`config.mk`:
```
export PLATFORM = sky130hd
export DESIGN_NAME = tcp_ack_rst_reply_builder_core_flat
export DESIGN_NICKNAME = d
export VERILOG_FILES = /design/src/design/trb_pkg.sv /design/src/design/trb_seg_if.sv /design/src/design/trb_reply_if.sv /design/src/design/trb_cfg_regs.sv /design/src/design/trb_pipe.sv /design/src/design/tcp_ack_rst_reply_builder_core.sv /design/src/flat_wrapper.sv
export SDC_FILE = /design/constraint.sdc
export NUM_CORES = 1
export LEC_CHECK = 0
export ABC_AREA = 1
export BUFFER_PORTS_ARGS = -buffer_cell sky130_fd_sc_hd__buf_2
export CORE_MARGIN = 1.5
export CORE_UTILIZATION = 45
export CTS_BUF_LIST = sky130_fd_sc_hd__clkbuf_16
export CTS_CLUSTER_SIZE = 30
export DETAILED_ROUTE_END_ITERATION = 6
export SLEW_MARGIN = 15
export SYNTH_ARGS = -nofsm -noshare
export SYNTH_HDL_FRONTEND = slang
export SYNTH_SLANG_ARGS = --single-unit
```
`constraint.sdc`:
```
create_clock -name clk -period 30.9 [get_ports clk]
set_clock_uncertainty 0.15 [all_clocks]
set_input_delay 6.18 -clock clk [delete_from_list [all_inputs] [get_ports clk]]
set_output_delay 6.18 -clock clk [all_outputs]
set_load 0.02 [all_outputs]
```
`src/design/trb_pkg.sv`:
```
// Shared types, constants and helper functions of the TCP ACK/RST reply builder.
// Depends on nothing; trb_cfg_regs, trb_pipe and the top level refer to it by scoped names.
package trb_pkg;

	// Frame geometry and fixed header values of the reply.
	localparam logic [5:0]  FrameBytes  = 6'd54;
	localparam logic [5:0]  IpReplyLen  = 6'd40;
	localparam logic [15:0] TcpHdrLen   = 16'd20;
	localparam logic [7:0]  ProtoTcp    = 8'd6;
	localparam logic [3:0]  ReplyDoff   = 4'd5;
	localparam logic [15:0] FullWindow  = 16'hFFFF;
	localparam logic [15:0] IpVerIhl    = 16'h4500;

	// TCP flag codes of the reply.
	localparam logic [7:0] FlagAck = 8'h10;
	localparam logic [7:0] FlagRst = 8'h04;

	// Reply kinds carried in the op field.
	localparam logic OpAck = 1'b0;
	localparam logic OpRst = 1'b1;

	// Configuration register map.
	localparam int unsigned AddrW = 4;
	localparam logic [1:0] RegCapacity = 2'd0;
	localparam logic [1:0] RegTtl      = 2'd1;
	localparam logic [1:0] RegIdent    = 2'd2;
	localparam logic [1:0] RegTos      = 2'd3;

	// Reset values of the configuration registers.
	localparam logic [15:0] CapacityRst = 16'd54;
	localparam logic [7:0]  TtlRst      = 8'd64;
	localparam logic [15:0] IdentRst    = 16'd0;
	localparam logic [7:0]  TosRst      = 8'd0;

	// Configuration values as seen by the datapath.
	typedef struct packed {
		logic [15:0] buffer_capacity;
		logic [7:0]  reply_ttl;
		logic [15:0] reply_ident;
		logic [7:0]  reply_tos;
	} cfg_t;

	// Folds a ones-complement sum of up to sixteen 16-bit words and inverts it.
	// Two end-around folds are enough for a 20-bit sum.
	function automatic logic [15:0] fold_invert(input logic [19:0] sum);
		logic [16:0] f1;
		logic [15:0] f2;
		f1 = 17'(sum[15:0]) + 17'(sum[19:16]);
		f2 = f1[15:0] + 16'(f1[16]);
		return ~f2;
	endfunction

endpackage

```
`src/design/trb_seg_if.sv`:
```
// Channel that carries the parsed header fields of one received segment.
// Stands alone; used by the reply builder's input side.
interface trb_seg_if;
	logic        valid;
	logic        ready;
	logic        op;
	logic [31:0] rx_src_addr;
	logic [31:0] rx_dst_addr;
	logic [15:0] rx_src_port;
	logic [15:0] rx_dst_port;
	logic [31:0] rx_seq;
	logic [31:0] rx_ack;
	logic [15:0] ip_total_length;
	logic [3:0]  ip_header_words;
	logic [3:0]  tcp_header_words;
	logic        syn_seen;
	logic        fin_seen;

	modport source (
		output valid, op, rx_src_addr, rx_dst_addr, rx_src_port, rx_dst_port,
		output rx_seq, rx_ack, ip_total_length, ip_header_words, tcp_header_words,
		output syn_seen, fin_seen,
		input  ready
	);

	modport sink (
		input  valid, op, rx_src_addr, rx_dst_addr, rx_src_port, rx_dst_port,
		input  rx_seq, rx_ack, ip_total_length, ip_header_words, tcp_header_words,
		input  syn_seen, fin_seen,
		output ready
	);
endinterface

```
`src/design/trb_reply_if.sv`:
```
// Channel that carries the header fields of one reply frame.
// Stands alone; used by the reply builder's output side.
interface trb_reply_if;
	logic        valid;
	logic        ready;
	logic [5:0]  reply_length;
	logic [31:0] reply_src_addr;
	logic [31:0] reply_dst_addr;
	logic [15:0] reply_src_port;
	logic [15:0] reply_dst_port;
	logic [31:0] reply_seq;
	logic [31:0] reply_ack;
	logic [7:0]  reply_flags;
	logic [15:0] reply_window;
	logic [5:0]  reply_ip_length;
	logic [15:0] reply_tcp_checksum;
	logic [15:0] reply_ip_checksum;

	modport source (
		output valid, reply_length, reply_src_addr, reply_dst_addr,
		output reply_src_port, reply_dst_port, reply_seq, reply_ack, reply_flags,
		output reply_window, reply_ip_length, reply_tcp_checksum, reply_ip_checksum,
		input  ready
	);

	modport sink (
		input  valid, reply_length, reply_src_addr, reply_dst_addr,
		input  reply_src_port, reply_dst_port, reply_seq, reply_ack, reply_flags,
		input  reply_window, reply_ip_length, reply_tcp_checksum, reply_ip_checksum,
		output ready
	);
endinterface

```
`src/design/trb_cfg_regs.sv`:
```
// APB-style configuration registers of the reply builder.
// Depends on trb_pkg for the register map, reset values and cfg_t.
module trb_cfg_regs (
	input  logic                     clk,
	input  logic                     arst_n,
	input  logic                     psel,
	input  logic                     penable,
	input  logic                     pwrite,
	input  logic [trb_pkg::AddrW-1:0] paddr,
	input  logic [31:0]              pwdata,
	output logic [31:0]              prdata,
	output logic                     pready,
	output trb_pkg::cfg_t            cfg
);

	trb_pkg::cfg_t cfg_q;
	logic          wr_en;
	logic [1:0]    reg_idx;

	assign pready  = 1'b1;
	assign wr_en   = psel && penable && pwrite;
	assign reg_idx = paddr[3:2];
	assign cfg     = cfg_q;

	// Register writes on the access cycle of the transfer.
	always_ff @(posedge clk or negedge arst_n) begin
		if (!arst_n) begin
			cfg_q.buffer_capacity <= trb_pkg::CapacityRst;
			cfg_q.reply_ttl       <= trb_pkg::TtlRst;
			cfg_q.reply_ident     <= trb_pkg::IdentRst;
			cfg_q.reply_tos       <= trb_pkg::TosRst;
		end else if (wr_en) begin
			unique case (reg_idx)
				trb_pkg::RegCapacity: cfg_q.buffer_capacity <= pwdata[15:0];
				trb_pkg::RegTtl:      cfg_q.reply_ttl       <= pwdata[7:0];
				trb_pkg::RegIdent:    cfg_q.reply_ident     <= pwdata[15:0];
				trb_pkg::RegTos:      cfg_q.reply_tos       <= pwdata[7:0];
				default: ;
			endcase
		end
	end

	// Read data, zero extended.
	always_comb begin
		unique case (reg_idx)
			trb_pkg::RegCapacity: prdata = {16'd0, cfg_q.buffer_capacity};
			trb_pkg::RegTtl:      prdata = {24'd0, cfg_q.reply_ttl};
			trb_pkg::RegIdent:    prdata = {16'd0, cfg_q.reply_ident};
			trb_pkg::RegTos:      prdata = {24'd0, cfg_q.reply_tos};
			default:              prdata = 32'd0;
		endcase
	end

endmodule

```
`src/design/trb_pipe.sv`:
```
// Four-stage reply header pipeline: payload length, ack number, checksum sums
// and the output register. Depends on trb_pkg and the two channel interfaces.
module trb_pipe (
	input  logic          clk,
	input  logic          arst_n,
	input  trb_pkg::cfg_t cfg,
	trb_seg_if.sink       seg,
	trb_reply_if.source   reply
);

	// Stage enables: a stage loads when it is empty or its successor loads.
	logic v_s1, v_s2, v_s3, v_s4;
	logic en_s1, en_s2, en_s3, en_s4;

	assign en_s4     = !v_s4 || reply.ready;
	assign en_s3     = !v_s3 || en_s4;
	assign en_s2     = !v_s2 || en_s3;
	assign en_s1     = !v_s1 || en_s2;
	assign seg.ready = en_s1;

	always_ff @(posedge clk or negedge arst_n) begin
		if (!arst_n) begin
			v_s1 <= 1'b0;
			v_s2 <= 1'b0;
			v_s3 <= 1'b0;
			v_s4 <= 1'b0;
		end else begin
			if (en_s1) v_s1 <= seg.valid;
			if (en_s2) v_s2 <= v_s1;
			if (en_s3) v_s3 <= v_s2;
			if (en_s4) v_s4 <= v_s3;
		end
	end

	// Stage 1: raw payload length and the first partial sums of both checksums.
	logic [31:0] pay_raw;
	logic [18:0] tsum_a;
	logic [18:0] isum_a;

	assign pay_raw = {16'd0, seg.ip_total_length}
		- {26'd0, seg.ip_header_words, 2'b00}
		- {26'd0, seg.tcp_header_words, 2'b00};

	assign tsum_a = 19'(seg.rx_dst_addr[31:16]) + 19'(seg.rx_dst_addr[15:0])
		+ 19'(seg.rx_src_addr[31:16]) + 19'(seg.rx_src_addr[15:0])
		+ 19'(trb_pkg::ProtoTcp) + 19'(trb_pkg::TcpHdrLen)
		+ 19'(seg.rx_dst_port) + 19'(seg.rx_src_port);

	assign isum_a = 19'(trb_pkg::IpVerIhl | {8'd0, cfg.reply_tos})
		+ 19'(trb_pkg::IpReplyLen) + 19'(cfg.reply_ident)
		+ 19'({cfg.reply_ttl, trb_pkg::ProtoTcp})
		+ 19'(seg.rx_dst_addr[31:16]) + 19'(seg.rx_dst_addr[15:0])
		+ 19'(seg.rx_src_addr[31:16]) + 19'(seg.rx_src_addr[15:0]);

	logic        op_s1, synfin_s1, cap_ok_s1;
	logic [31:0] src_addr_s1, dst_addr_s1, seq_s1, ack_s1, pay_s1;
	logic [15:0] src_port_s1, dst_port_s1;
	logic [18:0] tsum_s1, isum_s1;

	always_ff @(posedge clk) begin
		if (en_s1) begin
			op_s1       <= seg.op;
			synfin_s1   <= seg.syn_seen || seg.fin_seen;
			cap_ok_s1   <= cfg.buffer_capacity >= 16'(trb_pkg::FrameBytes);
			src_addr_s1 <= seg.rx_src_addr;
			dst_addr_s1 <= seg.rx_dst_addr;
			src_port_s1 <= seg.rx_src_port;
			dst_port_s1 <= seg.rx_dst_port;
			seq_s1      <= seg.rx_seq;
			ack_s1      <= seg.rx_ack;
			pay_s1      <= pay_raw;
			tsum_s1     <= tsum_a;
			isum_s1     <= isum_a;
		end
	end

	// Stage 2: SYN/FIN adjustment, reply ack number, flags and window.
	logic [31:0] pay_fix;
	logic [31:0] rack_c;

	assign pay_fix = (synfin_s1 && pay_s1 == 32'd0) ? 32'd1 : pay_s1;
	assign rack_c  = (op_s1 == trb_pkg::OpRst) ? 32'd0 : seq_s1 + pay_fix;

	logic        cap_ok_s2;
	logic [31:0] src_addr_s2, dst_addr_s2, ack_s2, rack_s2;
	logic [15:0] src_port_s2, dst_port_s2, win_s2;
	logic [7:0]  flags_s2;
	logic [19:0] tsum_s2;
	logic [18:0] isum_s2;

	always_ff @(posedge clk) begin
		if (en_s2) begin
			cap_ok_s2   <= cap_ok_s1;
			src_addr_s2 <= src_addr_s1;
			dst_addr_s2 <= dst_addr_s1;
			src_port_s2 <= src_port_s1;
			dst_port_s2 <= dst_port_s1;
			ack_s2      <= ack_s1;
			rack_s2     <= rack_c;
			flags_s2    <= (op_s1 == trb_pkg::OpRst) ? trb_pkg::FlagRst : trb_pkg::FlagAck;
			win_s2      <= (op_s1 == trb_pkg::OpRst) ? 16'd0 : trb_pkg::FullWindow;
			tsum_s2     <= 20'(tsum_s1) + 20'(ack_s1[31:16]) + 20'(ack_s1[15:0]);
			isum_s2     <= isum_s1;
		end
	end

	// Stage 3: finish the TCP sum with the ack, flag and window words.
	logic        cap_ok_s3;
	logic [31:0] src_addr_s3, dst_addr_s3, ack_s3, rack_s3;
	logic [15:0] src_port_s3, dst_port_s3, win_s3;
	logic [7:0]  flags_s3;
	logic [19:0] tsum_s3;
	logic [18:0] isum_s3;

	always_ff @(posedge clk) begin
		if (en_s3) begin
			cap_ok_s3   <= cap_ok_s2;
			src_addr_s3 <= src_addr_s2;
			dst_addr_s3 <= dst_addr_s2;
			src_port_s3 <= src_port_s2;
			dst_port_s3 <= dst_port_s2;
			ack_s3      <= ack_s2;
			rack_s3     <= rack_s2;
			flags_s3    <= flags_s2;
			win_s3      <= win_s2;
			tsum_s3     <= tsum_s2 + 20'(rack_s2[31:16]) + 20'(rack_s2[15:0])
				+ 20'({trb_pkg::ReplyDoff, 4'h0, flags_s2}) + 20'(win_s2);
			isum_s3     <= isum_s2;
		end
	end

	// Stage 4: fold the checksums; a too-small buffer zeroes the whole item.
	logic [5:0]  len_s4, iplen_s4;
	logic [31:0] src_addr_s4, dst_addr_s4, seq_s4, ack_s4;
	logic [15:0] src_port_s4, dst_port_s4, win_s4, tcsum_s4, icsum_s4;
	logic [7:0]  flags_s4;

	always_ff @(posedge clk) begin
		if (en_s4) begin
			if (cap_ok_s3) begin
				len_s4      <= trb_pkg::FrameBytes;
				iplen_s4    <= trb_pkg::IpReplyLen;
				src_addr_s4 <= dst_addr_s3;
				dst_addr_s4 <= src_addr_s3;
				src_port_s4 <= dst_port_s3;
				dst_port_s4 <= src_port_s3;
				seq_s4      <= ack_s3;
				ack_s4      <= rack_s3;
				flags_s4    <= flags_s3;
				win_s4      <= win_s3;
				tcsum_s4    <= trb_pkg::fold_invert(tsum_s3);
				icsum_s4    <= trb_pkg::fold_invert(20'(isum_s3));
			end else begin
				len_s4      <= 6'd0;
				iplen_s4    <= 6'd0;
				src_addr_s4 <= 32'd0;
				dst_addr_s4 <= 32'd0;
				src_port_s4 <= 16'd0;
				dst_port_s4 <= 16'd0;
				seq_s4      <= 32'd0;
				ack_s4      <= 32'd0;
				flags_s4    <= 8'd0;
				win_s4      <= 16'd0;
				tcsum_s4    <= 16'd0;
				icsum_s4    <= 16'd0;
			end
		end
	end

	assign reply.valid              = v_s4;
	assign reply.reply_length       = len_s4;
	assign reply.reply_src_addr     = src_addr_s4;
	assign reply.reply_dst_addr     = dst_addr_s4;
	assign reply.reply_src_port     = src_port_s4;
	assign reply.reply_dst_port     = dst_port_s4;
	assign reply.reply_seq          = seq_s4;
	assign reply.reply_ack          = ack_s4;
	assign reply.reply_flags        = flags_s4;
	assign reply.reply_window       = win_s4;
	assign reply.reply_ip_length    = iplen_s4;
	assign reply.reply_tcp_checksum = tcsum_s4;
	assign reply.reply_ip_checksum  = icsum_s4;

	// A stalled output must hold the item waiting behind it in stage 3.
	a_stall_holds_s3: assert property (@(posedge clk) disable iff (!arst_n)
		v_s4 && !reply.ready && v_s3 |=> v_s3)
		else $error("stage 3 item lost during output stall");

	// The frame length is either a full frame or zero.
	a_len_legal: assert property (@(posedge clk) disable iff (!arst_n)
		v_s4 |-> (len_s4 == trb_pkg::FrameBytes || len_s4 == 6'd0))
		else $error("illegal reply length");

	// A built frame always carries the fixed IP length.
	a_iplen_match: assert property (@(posedge clk) disable iff (!arst_n)
		v_s4 && len_s4 == trb_pkg::FrameBytes |-> iplen_s4 == trb_pkg::IpReplyLen)
		else $error("IP length does not match a built frame");

	// A reset reply carries neither an ack number nor a window.
	a_rst_fields: assert property (@(posedge clk) disable iff (!arst_n)
		v_s4 && flags_s4 == trb_pkg::FlagRst |-> ack_s4 == 32'd0 && win_s4 == 16'd0)
		else $error("RST reply with nonzero ack or window");

endmodule

```
`src/design/tcp_ack_rst_reply_builder_core.sv`:
```
// Top level of the TCP ACK/RST reply builder.
// Depends on trb_pkg, trb_seg_if, trb_reply_if, trb_cfg_regs and trb_pipe.

// The block takes the parsed header fields of one received IPv4/TCP segment per
// item and returns the header fields of a 54-byte ACK or RST reply, with both
// checksums filled in. It accepts one item every clock cycle while its ready
// is high. Each item passes through the four register stages of the pipeline
// (payload length, ack adder, checksum sums, fold and output register) before
// it is valid on the reply channel. When the reply channel stalls, the pipeline
// fills its empty stages first and then holds ready low. Configuration registers
// (buffer capacity at 0x0, TTL at 0x4, identification at 0x8, TOS at 0xC) are to
// be written by the user over the APB port only while no item is in flight; the
// block itself does not enforce it. A capacity under 54 turns every reply into
// an all-zero item.
module tcp_ack_rst_reply_builder_core (
	input  logic                      clk,
	input  logic                      arst_n,
	trb_seg_if.sink                   seg,
	trb_reply_if.source               reply,
	input  logic                      psel,
	input  logic                      penable,
	input  logic                      pwrite,
	input  logic [trb_pkg::AddrW-1:0] paddr,
	input  logic [31:0]               pwdata,
	output logic [31:0]               prdata,
	output logic                      pready
);

	trb_pkg::cfg_t cfg;

	// Configuration register file.
	trb_cfg_regs u_cfg (
		.clk     (clk),
		.arst_n  (arst_n),
		.psel    (psel),
		.penable (penable),
		.pwrite  (pwrite),
		.paddr   (paddr),
		.pwdata  (pwdata),
		.prdata  (prdata),
		.pready  (pready),
		.cfg     (cfg)
	);

	// Reply header pipeline.
	trb_pipe u_pipe (
		.clk    (clk),
		.arst_n (arst_n),
		.cfg    (cfg),
		.seg    (seg),
		.reply  (reply)
	);

endmodule
```
`src/flat_wrapper.sv`:
```
// flat-port wrapper written by rule: the top's interface ports become plain ports
module tcp_ack_rst_reply_builder_core_flat 
  (clk, arst_n, psel, penable, pwrite, paddr, pwdata, prdata, pready, seg_valid, seg_op, seg_rx_src_addr, seg_rx_dst_addr, seg_rx_src_port, seg_rx_dst_port, seg_rx_seq, seg_rx_ack, seg_ip_total_length, seg_ip_header_words, seg_tcp_header_words, seg_syn_seen, seg_fin_seen, seg_ready, reply_valid, reply_reply_length, reply_reply_src_addr, reply_reply_dst_addr, reply_reply_src_port, reply_reply_dst_port, reply_reply_seq, reply_reply_ack, reply_reply_flags, reply_reply_window, reply_reply_ip_length, reply_reply_tcp_checksum, reply_reply_ip_checksum, reply_ready);
  trb_seg_if seg_i ();
  trb_reply_if reply_i ();
  input  logic clk;
  input  logic arst_n;
  input  logic psel;
  input  logic penable;
  input  logic pwrite;
  input  logic [trb_pkg::AddrW-1:0] paddr;
  input  logic [31:0] pwdata;
  output logic [31:0] prdata;
  output logic pready;
  input wire logic [$bits(seg_i.valid)-1:0] seg_valid;
  input wire logic [$bits(seg_i.op)-1:0] seg_op;
  input wire logic [$bits(seg_i.rx_src_addr)-1:0] seg_rx_src_addr;
  input wire logic [$bits(seg_i.rx_dst_addr)-1:0] seg_rx_dst_addr;
  input wire logic [$bits(seg_i.rx_src_port)-1:0] seg_rx_src_port;
  input wire logic [$bits(seg_i.rx_dst_port)-1:0] seg_rx_dst_port;
  input wire logic [$bits(seg_i.rx_seq)-1:0] seg_rx_seq;
  input wire logic [$bits(seg_i.rx_ack)-1:0] seg_rx_ack;
  input wire logic [$bits(seg_i.ip_total_length)-1:0] seg_ip_total_length;
  input wire logic [$bits(seg_i.ip_header_words)-1:0] seg_ip_header_words;
  input wire logic [$bits(seg_i.tcp_header_words)-1:0] seg_tcp_header_words;
  input wire logic [$bits(seg_i.syn_seen)-1:0] seg_syn_seen;
  input wire logic [$bits(seg_i.fin_seen)-1:0] seg_fin_seen;
  output wire logic [$bits(seg_i.ready)-1:0] seg_ready;
  output wire logic [$bits(reply_i.valid)-1:0] reply_valid;
  output wire logic [$bits(reply_i.reply_length)-1:0] reply_reply_length;
  output wire logic [$bits(reply_i.reply_src_addr)-1:0] reply_reply_src_addr;
  output wire logic [$bits(reply_i.reply_dst_addr)-1:0] reply_reply_dst_addr;
  output wire logic [$bits(reply_i.reply_src_port)-1:0] reply_reply_src_port;
  output wire logic [$bits(reply_i.reply_dst_port)-1:0] reply_reply_dst_port;
  output wire logic [$bits(reply_i.reply_seq)-1:0] reply_reply_seq;
  output wire logic [$bits(reply_i.reply_ack)-1:0] reply_reply_ack;
  output wire logic [$bits(reply_i.reply_flags)-1:0] reply_reply_flags;
  output wire logic [$bits(reply_i.reply_window)-1:0] reply_reply_window;
  output wire logic [$bits(reply_i.reply_ip_length)-1:0] reply_reply_ip_length;
  output wire logic [$bits(reply_i.reply_tcp_checksum)-1:0] reply_reply_tcp_checksum;
  output wire logic [$bits(reply_i.reply_ip_checksum)-1:0] reply_reply_ip_checksum;
  input wire logic [$bits(reply_i.ready)-1:0] reply_ready;
  assign seg_i.valid = seg_valid;
  assign seg_i.op = seg_op;
  assign seg_i.rx_src_addr = seg_rx_src_addr;
  assign seg_i.rx_dst_addr = seg_rx_dst_addr;
  assign seg_i.rx_src_port = seg_rx_src_port;
  assign seg_i.rx_dst_port = seg_rx_dst_port;
  assign seg_i.rx_seq = seg_rx_seq;
  assign seg_i.rx_ack = seg_rx_ack;
  assign seg_i.ip_total_length = seg_ip_total_length;
  assign seg_i.ip_header_words = seg_ip_header_words;
  assign seg_i.tcp_header_words = seg_tcp_header_words;
  assign seg_i.syn_seen = seg_syn_seen;
  assign seg_i.fin_seen = seg_fin_seen;
  assign seg_ready = seg_i.ready;
  assign reply_valid = reply_i.valid;
  assign reply_reply_length = reply_i.reply_length;
  assign reply_reply_src_addr = reply_i.reply_src_addr;
  assign reply_reply_dst_addr = reply_i.reply_dst_addr;
  assign reply_reply_src_port = reply_i.reply_src_port;
  assign reply_reply_dst_port = reply_i.reply_dst_port;
  assign reply_reply_seq = reply_i.reply_seq;
  assign reply_reply_ack = reply_i.reply_ack;
  assign reply_reply_flags = reply_i.reply_flags;
  assign reply_reply_window = reply_i.reply_window;
  assign reply_reply_ip_length = reply_i.reply_ip_length;
  assign reply_reply_tcp_checksum = reply_i.reply_tcp_checksum;
  assign reply_reply_ip_checksum = reply_i.reply_ip_checksum;
  assign reply_i.ready = reply_ready;
  tcp_ack_rst_reply_builder_core u_core (.clk(clk), .arst_n(arst_n), .seg(seg_i), .reply(reply_i), .psel(psel), .penable(penable), .pwrite(pwrite), .paddr(paddr), .pwdata(pwdata), .prdata(prdata), .pready(pready));
endmodule
```
Yosys cells after proc, flatten, opt, wreduce, memory -nomap -nowiden
Cells that the tools add are included. Widths: inputs -> output; s select.

Add/subtract/negate cells: 27. Magnitude comparators: 1. Equality and inequality tests: 3. Mux-type cells: 6. Bitwise logic cells: 2. Reduce and logical (&&, ||, !) cells: 18.

Operator list (number): $pmux 32 s4 (1); $add 19x16->19 (5); $add 20x16->20 (4); $add 18x16->19 (2); $add 17x16->18 (2); $add 16x16->17 (2); $add 16x1->16 (2); $add 32x32->32 (1); $logic_not 32->1 (1); $mux 32 (1); $not 16->16 (2); $add 19x16->20 (1); $add 20x15->20 (1); $add 19x3->19 const B (1); $add 19x5->19 const B (1); $sub 17x7->18 (1); $add 16x3->17 (1); $add 16x4->17 (1); $sub 16x6->17 (1); $add 15x6->16 const B (1); $ge 16x6->1 const B (1); $mux 16 (1); $mux 6 (2); $reduce_and 2->1 (4); 7 further kinds (17).

Flip-flop bits (word level): 961. Input bits: 230. Output and inout bits: 263. Word-level logic and storage cells: 111.

Depth between registers and ports, before layout
Depth in word-level cells: 7. Gate-level depth with buffers: 21. Gate-level depth less buffers: 21.

Cells and area by module
From an unflattened synthesis, not the netlist that was laid out.

Cell total of the unflattened synthesis: 3398. Area, all modules: 41407.2 um^2.

Modules (own cells, without submodules): trb_pipe (times used 1, cells each 3092, area an instance 38947.4 um^2, sequential area each 24663.7 um^2); trb_cfg_regs (times used 1, cells each 306, area an instance 2459.9 um^2, sequential area each 1207.4 um^2).

Least setup slack after synthesis
OpenSTA, ideal clock, no wires.

Path kind: in2out. From: in reply_ready. To: out seg_ready. Data arrival time: 19.238 ns. Data required time: 24.570 ns. Slack: 5.332 ns. Cell stages on the path: 6. Buffers on the path: 0. Cell sequence: nor2_1 inv_1 nor2_1 inv_1 nor2_1 nand2_1.

Cells in the longest elaborated chain, start to end: 4.

RTL lines: start: declaration (line flat_wrapper.sv:42) `input wire logic [$bits(reply_i.ready)-1:0] reply_ready;`; $logic_or 1x1->1 (line trb_pipe.sv:15) `assign en_s4 = !v_s4 || reply.ready;`; net u_core.u_pipe.en_s4 (line trb_pipe.sv:13) `logic en_s1, en_s2, en_s3, en_s4;`; $logic_or 1x1->1 (line trb_pipe.sv:16) `assign en_s3 = !v_s3 || en_s4;`; net u_core.u_pipe.en_s3 (line trb_pipe.sv:13); $logic_or 1x1->1 (line trb_pipe.sv:17) `assign en_s2 = !v_s2 || en_s3;`; $logic_or 1x1->1 (line trb_pipe.sv:18) `assign en_s1 = !v_s1 || en_s2;`; end: declaration (line flat_wrapper.sv:28) `output wire logic [$bits(seg_i.ready)-1:0] seg_ready;`.

The timed path passes the listed nets, and every way through them passes these cells.

Worst setup path after layout
Same ends and word-level chain as after synthesis.

==> flow_summary.toml <==
[worst_setup_path]
cp_cell_sequence = "buf_2, nor2_1, inv_8, nor2_1, inv_8, nor2_1, nand2_4, buf_2"
r2r_cells = 16
reg2reg_to = "u_core.u_pipe.isum_s1[12]$_DFFE_PP_"
cp_top_family = "simple AND/OR/NAND/NOR gates"
critPathCaptureType = "output port"
path_common_cell = "nor2_1"
r2r-start = "u_core.u_cfg.cfg[2]$_DFFE_PN0P_"
worst-path-buf-inv = 4
cp_slowest_stage_delay_ns = 0.55
reg2reg_slack_ns = 25.69
start_kind = "input pin"
crit_required_ns = 24.57
crit_type = "in2out"
cp.depth = 8
cp_slowest_cell = "nor2_1"
crit_arrival_ns = 8.90
critPathMaxFanout = 104

[die]
fp-row-count = 110
coreArea_um2 = 90400
pin_count = 493
start_util_pct = 45.7
die_area_um2 = 93600
fp.dieH_um = 306
die_w_um = 306

[clock_network]
cts-root-buf = "clkbuf_16"
cts_setup_buffers = 0
htree_num_levels = 3
path_clk_slew_ns = 0.06
clock_path_buffers = 3
cts.repair.resized = 0
cts_tree = "done"
cts_buffers = 91
clk_latency_ns = 0.66
clkSinkCount = 870
ctsHoldBuffers = 0

[sta]
hold_viol_final = 0
timing.final.crit_share_pct = 49.3
rsz0062_at_grt = "false"
slew_headroom_pct = 33.7
final.setup.tns_ns = 0
fmax_mhz = 65.7
setup_viol = 0
maxSlewViolCount = 0
final.min_clock_period_ns = 15.23
tightest_slew_ns = 0.992

[global_route]
use_met1_pct = 30.5
grt_max_degree = 105
grt_pass1_vias = 24100
overflow = 0
track_usage_pct = 20.9
grt_pass1_wl_mm = 145
busiest_layer = "met2"
grtUsageMet2_pct = 32.9
antenna_found_initial = 16
use_met3_pct = 3.24

[power_and_ir_drop]
p_per_area_nw_per_um2 = 100
p_total_uw = 4770
cellLeakagePower_uw = 0.0218
ir_drop_v = 0.0000617

[synthesis]
ys.flop_type = "edfxtp_1"
synth.distinct_cells = 52
synth_area_leader_cell = "edfxtp_1"
syn_inst = 3348
yosysSeqAreaShare_pct = 62.6
ys_ff_latch = 870
synth_edf_count = 818
syn-cell-area_um2 = 41300
synth_area_per_cell_um2 = 12.3
ys_top_cells_by_area = "edfxtp_1, fa_1, inv_1, nand2_1, ha_1"
yosysWarnings = 0
synth_top_area_share_pct = 59.5
synthArstFlopShare_pct = 5.98

[drt]
viasPerCell = 4.84
drt-total-wl_mm = 97.9
drt_iter0_drc = 1998
ant_nets = 0
drc = 0
drtPass1Iterations = 6
wl_per_cell_um = 19.3
num_vias = 24600

[finish]
syn_to_final_growth_pct = 15.4
final_nets = 4405
layout-drive-gt1-share_pct = 17.0
finalNonFillerCells = 5080

[outcome]
status = "finished, final reports clean"

[placed_design]
port_buffers = 445
gp_congestion = 0.865
dp.cells = 4909
hpwl_mm = 73.6

[min_path]
hp-start = "u_core.u_pipe.ack_s2[24]$_DFFE_PP_"
hold_depth = 0
holdPathEnd = "u_core.u_pipe.ack_s3[24]$_DFFE_PP_"
worstHoldPathType = "reg2reg"

[run]
maxCapViolCount = 0
-- kinds of logic after synthesis --
group	Yosys count	synth area share [%]
other	2	0.0182
flip-flops	870	62.7
AO/OA/AOI/OAI	324	4.29
XOR/XNOR	81	1.77
AND/OR/NAND/NOR	993	10.3
buffers and inverters	729	7.10
adder cells (fa/ha/maj)	349	13.8
-- placed cells by master (no fill, tap or decap), drive strengths merged, types with 4 or more instances in the layout --
cell      instances
clkbuf           95
a21oi           142
nor3             25
dfrtp            47
nand4            24
xor2             58
nor4             14
dfstp             5
a21o             13
edfxtp          818
or2               4
o21bai           11
conb             29
inv             648
a21boi            4
o21a              7
bufinv            9
o21ai           127
buf             459
ha              169
nor2            186
fa              180
nand3           103
o2111ai           9
clkinv           38
a31oi             5
nand3b            7
xnor2            23
clkinvlp          6
nand2           623
-- synthesized netlist by cell type, drive strengths merged (49+ instances only) --
library cell / count
a21oi: 142
buf: 52
clkbuf: 49
edfxtp: 818
fa: 180
ha: 169
inv: 625
nand2: 623
nand3: 103
nor2: 186
o21ai: 127
xor2: 58
-- area by class of cell --
type / instances / area [µm²]
clock inverter: 73 / 628
multi-input combinational: 1776 / 12600
tap: 1176 / 1470
antenna: 3 / 7.51
clock buffer: 95 / 2380
sequential: 870 / 25900
inverter: 628 / 2380
fill: 7728 / 42800
timing repair buffer: 459 / 2330
-- sequential cells by signal (all words and copies together), names as in the netlist, 19 cells and up --
register	flops
u_core.u_pipe.reply.reply_ack	32
u_core.u_pipe.dst_addr_s3	32
u_core.u_pipe.isum_s3	19
u_core.u_pipe.src_addr_s2	32
u_core.u_pipe.tsum_s3	20
u_core.u_pipe.reply.reply_seq	32
u_core.u_pipe.tsum_s1	19
u_core.u_pipe.reply.reply_src_addr	32
u_core.u_pipe.ack_s2	32
u_core.u_pipe.dst_addr_s1	32
u_core.u_pipe.isum_s2	19
u_core.u_cfg.cfg	48
u_core.u_pipe.rack_s3	32
u_core.u_pipe.src_addr_s3	32
u_core.u_pipe.reply.reply_dst_addr	32
u_core.u_pipe.ack_s3	32
u_core.u_pipe.ack_s1	32
u_core.u_pipe.tsum_s2	20
u_core.u_pipe.dst_addr_s2	32
u_core.u_pipe.src_addr_s1	32
u_core.u_pipe.isum_s1	19
u_core.u_pipe.seq_s1	32
u_core.u_pipe.rack_s2	32
-- metal layers --
layer,wire (µm),vias to the layer above
met4,2340,8
li1,-,12000
met3,5720,142
met5,41,-
met2,44700,735
met1,45100,11700
-- power by group --
group / internal, µW / switching [µW]
Sequential: 1690 / 132
Combinational: 674 / 1180
Clock: 635 / 458
-- worst max path at each step --
stage	from	to	slack, ns
after floorplan	reply_ready	seg_ready	5.33
after global placement	reply_ready	seg_ready	15.58
after detailed placement	reply_ready	seg_ready	15.48
after CTS	reply_ready	seg_ready	15.49
after global routing	reply_ready	seg_ready	15.41
final	reply_ready	seg_ready	15.67
-- through the flow --
stage	setup slack (ns)	hold slack, ns	cell area (µm²)	utilization (%)
final	15.67	0.258	47700	52.7
after global routing	15.41	0.260	47700	52.7
after CTS	15.49	0.252	47700	52.7
after detailed placement	15.48	0.255	44700	49.4
after global placement	15.58	0.250	44700	49.4
after floorplan	5.33	0.250	41400	-
Note: power is estimated with default switching activity, not from simulation.
